File: config.mk
export PLATFORM = sky130hd
export DESIGN_NAME = apdf_cfg_regs
export DESIGN_NICKNAME = d
export VERILOG_FILES = /design/src/hw/rtl/apdf_pkg.sv /design/src/hw/rtl/apdf_cfg_regs.sv
export SDC_FILE = /design/constraint.sdc
export NUM_CORES = 1
export LEC_CHECK = 0
export BUFFER_PORTS_ARGS = -buffer_cell sky130_fd_sc_hd__buf_4
export CORE_UTILIZATION = 41
export DETAILED_ROUTE_END_ITERATION = 16
export GPL_TIMING_DRIVEN = 0
export PLACE_DENSITY_LB_ADDON = 0.15
export SLEW_MARGIN = 15
export SYNTH_ARGS = -nofsm -noshare
export SYNTH_HDL_FRONTEND = slang
export SYNTH_SLANG_ARGS = --single-unit
File: constraint.sdc
create_clock -name clk_i -period 1.3 [get_ports clk_i]
set_input_delay 0 -clock clk_i [delete_from_list [all_inputs] [get_ports clk_i]]
set_output_delay 0 -clock clk_i [all_outputs]
set_load 0.05 [all_outputs]
File: src/hw/rtl/apdf_pkg.sv
// Shared types and constants for the all-pass delay filter.
// Used by apdf_cfg_regs and allpass_delay_filter; depends on nothing.
`timescale 1ns / 1ps
`default_nettype none

package apdf_pkg;

  localparam int unsigned GAIN_W      = 16;
  localparam int unsigned DELAY_W     = 13;
  localparam int unsigned Q_SHIFT     = 15;
  localparam int unsigned APB_DATA_W  = 32;
  localparam int unsigned APB_ADDR_W  = 3;

  localparam logic [GAIN_W-1:0]  GAIN_RESET  = 16'd22938;
  localparam logic [DELAY_W-1:0] DELAY_RESET = 13'd1024;

  // register word index, taken from paddr[2]
  localparam logic REG_GAIN  = 1'b0;
  localparam logic REG_DELAY = 1'b1;

  typedef struct packed {
    logic signed [GAIN_W-1:0] gain;
    logic [DELAY_W-1:0]       delay;
  } cfg_t;

endpackage

`default_nettype wire

File: src/hw/rtl/apdf_cfg_regs.sv
// APB register file of the all-pass delay filter: gain and delay length.
// Depends on apdf_pkg.
`timescale 1ns / 1ps
`default_nettype none

module apdf_cfg_regs (
  input  wire logic                              clk_i,
  input  wire logic                              rst_ni,
  input  wire logic                              psel,
  input  wire logic                              penable,
  input  wire logic                              pwrite,
  input  wire logic [apdf_pkg::APB_ADDR_W-1:0]   paddr,
  input  wire logic [apdf_pkg::APB_DATA_W-1:0]   pwdata,
  output logic      [apdf_pkg::APB_DATA_W-1:0]   prdata,
  output logic                                   pready,
  output apdf_pkg::cfg_t                         cfg_o
);

  apdf_pkg::cfg_t cfg_q, cfg_d;
  logic           wr_en;

  assign pready = 1'b1;
  assign wr_en  = psel & penable & pwrite;

  always_comb begin
    cfg_d = cfg_q;
    if (wr_en) begin
      unique case (paddr[2])
        apdf_pkg::REG_GAIN:  cfg_d.gain  = pwdata[apdf_pkg::GAIN_W-1:0];
        apdf_pkg::REG_DELAY: cfg_d.delay = pwdata[apdf_pkg::DELAY_W-1:0];
        default: ;
      endcase
    end
  end

  always_ff @(posedge clk_i or negedge rst_ni) begin
    if (!rst_ni) begin
      cfg_q.gain  <= apdf_pkg::GAIN_RESET;
      cfg_q.delay <= apdf_pkg::DELAY_RESET;
    end else begin
      cfg_q <= cfg_d;
    end
  end

  // gain reads back sign-extended
  always_comb begin
    unique case (paddr[2])
      apdf_pkg::REG_GAIN: prdata = {{(apdf_pkg::APB_DATA_W-apdf_pkg::GAIN_W){cfg_q.gain[
                                     apdf_pkg::GAIN_W-1]}}, cfg_q.gain};
      apdf_pkg::REG_DELAY: prdata = {{(apdf_pkg::APB_DATA_W-apdf_pkg::DELAY_W){1'b0}},
                                     cfg_q.delay};
      default: prdata = '0;
    endcase
  end

  assign cfg_o = cfg_q;

endmodule

`default_nettype wire

# After elaboration in Yosys (flattened, before gate mapping)
# Index checks and enable logic that the tools add are counted.
[word_totals]
ff_bits = 29
input_bits = 40
[classes]
n_mux = 1
bitwise = 3
reduce_logical = 2
[ops]
columns = ["cell", "n"]
rows = [
  ["32-bit one-hot mux with 2 select lines", 1],
  ["2-bit AND reduction", 2],
  ["1-bit AND", 2],
  ["1-bit inverter", 1],
]

# Logic depth before layout (Yosys ltp)
[logic_depth]
depth_word = 3
ltp_mapped = 4

# Worst setup path before layout
# No wires, ideal clock.
[synth_path]
kind = "reg-to-output"
startpoint = "register cfg_q (netlist bit cfg_o[28])"
endpoint = "output port prdata[16] (netlist bit)"
t_arrival_ns = 2.303
required_time_ns = 1.300
path_slack_ns = -1.003
stages_incl_launch_ff = 3
path_cell_list = "dfrtp_1 -> nor2b_1 -> buf_4"
[synth_between]
elab_chain_len = 1
[synth_rtl]
columns = ["item", "line", "rtl"]
rows = [
  ["from (decl)", "apdf_cfg_regs.sv:19", "apdf_pkg::cfg_t cfg_q, cfg_d;"],
  ["from (signal assigned)", "apdf_cfg_regs.sv:41", "cfg_q <= cfg_d;"],
  ["32-bit one-hot mux with 2 select lines", "apdf_cfg_regs.sv:47", "unique case (paddr[2])"],
  ["to (decl)", "apdf_cfg_regs.sv:14", "output logic [apdf_pkg::APB_DATA_W-1:0] prdata,"],
]
# No other way between the ends.

# Final worst setup path
[layout_path]
startpoint = "register cfg_q (netlist bit cfg_o[28])"
endpoint = "output port prdata[30] (netlist bit)"
# The elaborated chain is that of the path after synthesis.

==> flow_metrics.py <==
metrics = {
    "finish": {
        "drive_gt1_share_pct": 80.6,
        "mostFrequentLayoutCells": "buf_4 (80), mux2_2 (32), dfrtp_1 (19)",
        "layout_commonest_cell": "buf_4",
        "fillCellCount": 234,
        "finalNetCount": 245,
        "antenna_cells": 0,
        "largest_register_ffs": 29,
        "area_growth_pct": 68.8,
    },
    "timing": {
        "clock_skew_ps": 0,
        "rsz0062_at_grt": "true",
        "fmax_mhz": 771,
        "setup_violations": 0,
        "min_period_over_period_pct": 99.8,
        "hold_ws_ps": 110,
        "period_needed_ps": 1300,
        "final-hold-violation-count": 0,
        "final_max_slew_viol_count": 0,
        "setup_slack_ps": 2.63,
    },
    "placed_design": {
        "place.gp.congestion": 0.625,
        "numPortBuffers": 81,
        "hpwl_um": 2510,
        "place_ws_ps": 196,
    },
    "global_route": {
        "antenna_found_initial": 0,
        "grt_pass1_wl_um": 5310,
        "gr-total-overflow": 0,
        "grt_max_degree": 30,
        "grt_pass1_vias": 1120,
        "grtUsageTotal_pct": 20.3,
    },
    "routing": {
        "wl_um": 3850,
        "ant_nets": 0,
        "num_vias": 1158,
        "wl_per_cell_um": 15.3,
        "drc_errors": 0,
        "viasPerCell": 4.60,
        "drtIter0Drc": 25,
        "first_pass_iters": 5,
    },
    "hold_path": {
        "min_path_type": "in2reg",
        "hold_path_depth": 3,
        "hp-start": "paddr[2]",
        "hold_end": "cfg_o[12]",
    },
    "synth": {
        "synthCells": 98,
        "synth_seq_cells": 29,
        "yosysWarnings": 0,
        "syn-mean-instance-area_um2": 15.0,
        "synth_xor_area_share_pct": 0,
        "synth_adder_area_share_pct": 0,
        "synth_area_leaders": "dfrtp_1 (34%), mux2_2 (25%), dfstp_2 (16%)",
        "synth_nets": 138,
        "yosys.area.top_type": "dfrtp_1",
        "yosys.cell_types.count": 11,
        "synth_compound_area_share_pct": 0,
        "yosysTopAreaCellShare_pct": 34.1,
        "ys_seq_area_share_pct": 50.3,
        "synth_simple_gate_area_share_pct": 3.75,
        "syn_area_um2": 1470,
        "synth_top_family_by_area": "multiplexers",
        "synth_mux_area_share_pct": 34.8,
    },
    "critical_path": {
        "critPathKind": "reg2out",
        "reg2regPathDepth": 2,
        "path_max_fanout": 17,
        "r2r_slack_ps": 380,
        "r2r-start": "cfg_o[28]",
        "cp.arrival_ps": 1300,
        "start_kind": "flop",
        "critical_path_required_ps": 1300,
        "worst_setup_path_end_kind": "output port",
        "reg2reg_to": "cfg_o[28]",
    },
    "power": {
        "switching_share_pct": 48.1,
        "seqPwrFrac_pct": 28.7,
        "power_density_nw_per_um2": 1840,
        "combPwrFrac_pct": 60.4,
        "power.leakage_nw": 1.24,
        "clockPowerShare_pct": 10.9,
        "p_int_mw": 2.37,
        "max-vdd-ir-drop_v": 0.00104,
        "power_mw": 4.56,
        "p_sw_mw": 2.19,
    },
    "die": {
        "die_h_um": 61.8,
        "die_area_um2": 3820,
        "core_um2": 3390,
        "initial_core_util_pct": 43.3,
        "row_count": 21,
        "die_width_um": 61.8,
        "ios": 102,
    },
    "cts": {
        "cts_tree": "done",
        "cts_max_level": 2,
        "cts_root_buf": "clkbuf_4",
        "cts_buffers": 5,
        "clk_pin_slew_ps": 90,
        "cts_sinks": 29,
        "cts_buffer_depth": 2,
        "insertion_delay_ps": 310,
    },
    "flow_run": {
        "drv_cap": 0,
    },
    "status": {
        "status": "finished clean",
    },
}
[kinds of logic after synthesis]
family	count (synthesis)
mux	42
flops	29
buf+inv	21
other cells	1
simple gates	5
[worst max-delay path, stage by stage, from the launching register on]
cell and delay, ps:
dfrtp_2 410, nor2b_4 130, buf_12 150, buf_4 140, buf_6 140
[routing by layer]
metal  up-vias  track usage, %  wire, um  part of all wire (%)
met1       559            20.8      1500                    39
li1        544               -         -                     -
met3         6            6.83       162                   4.2
met2        49            37.5      2120                    55
met4         0            8.89        68                   1.8
met5         -               0         0                     0
[final cells by class]
class	instances	area, um2	share of cell area [%]
multi-input cells	48	582	23.5
repair buffers	100	877	35.4
flip-flops and latches	29	738	29.8
clock buffers	8	48.8	1.97
well taps	46	57.6	2.33
plain buffers	21	171	6.93
[what timing repair did]
item,CTS,global route
hold buffers,17,0
setup endpoints to repair,17,16
endpoints found under the hold margin,58,0
setup buffers,2,1
gates resized for setup,16,3
[power groups by stage]
stage / clock [mW] / combinational [mW] / sequential [mW]
after detailed placement: 0 / 2.60 / 1.32
after global routing: 0.550 / 2.86 / 1.33
after global placement: 0 / 2.58 / 1.30
after CTS: 0.524 / 2.74 / 1.30
final: 0.497 / 2.75 / 1.31
after floorplan: 0 / 1.16 / 2.01
[synth_stat cells]
| cell | n |
|---|---|
| mux2_2 | 32 |
| dfrtp_1 | 20 |
| buf_4 | 17 |
| mux2_4 | 10 |
| dfstp_2 | 9 |
| nor2b_1 | 3 |
| buf_2 | 2 |
| buf_6 | 2 |
| conb_1 | 1 |
| nand4_2 | 1 |
| nand4b_4 | 1 |
[worst max-delay path by stage]
stage / startpoint / end
finish: cfg_o[28] / prdata[30]
global route: cfg_o[28] / prdata[30]
CTS: cfg_o[28] / prdata[29]
detailed placement: cfg_o[28] / prdata[29]
global placement: psel / cfg_o[7]
floorplan: cfg_o[28] / prdata[16]
[per-stage QoR]
stage | area, um2 | TNS, ps | std cells | utilization [%]
after floorplan | 1490 | -1220 | 98 | -
final | 2470 | 0 | 252 | 73.0
after CTS | 2460 | 0 | 252 | 72.7
after detailed placement | 2160 | 0 | 225 | 63.6
after global routing | 2470 | -628 | 252 | 73.0
after global placement | 2160 | 0 | 225 | 63.6
(Power assumes the default switching activity.)
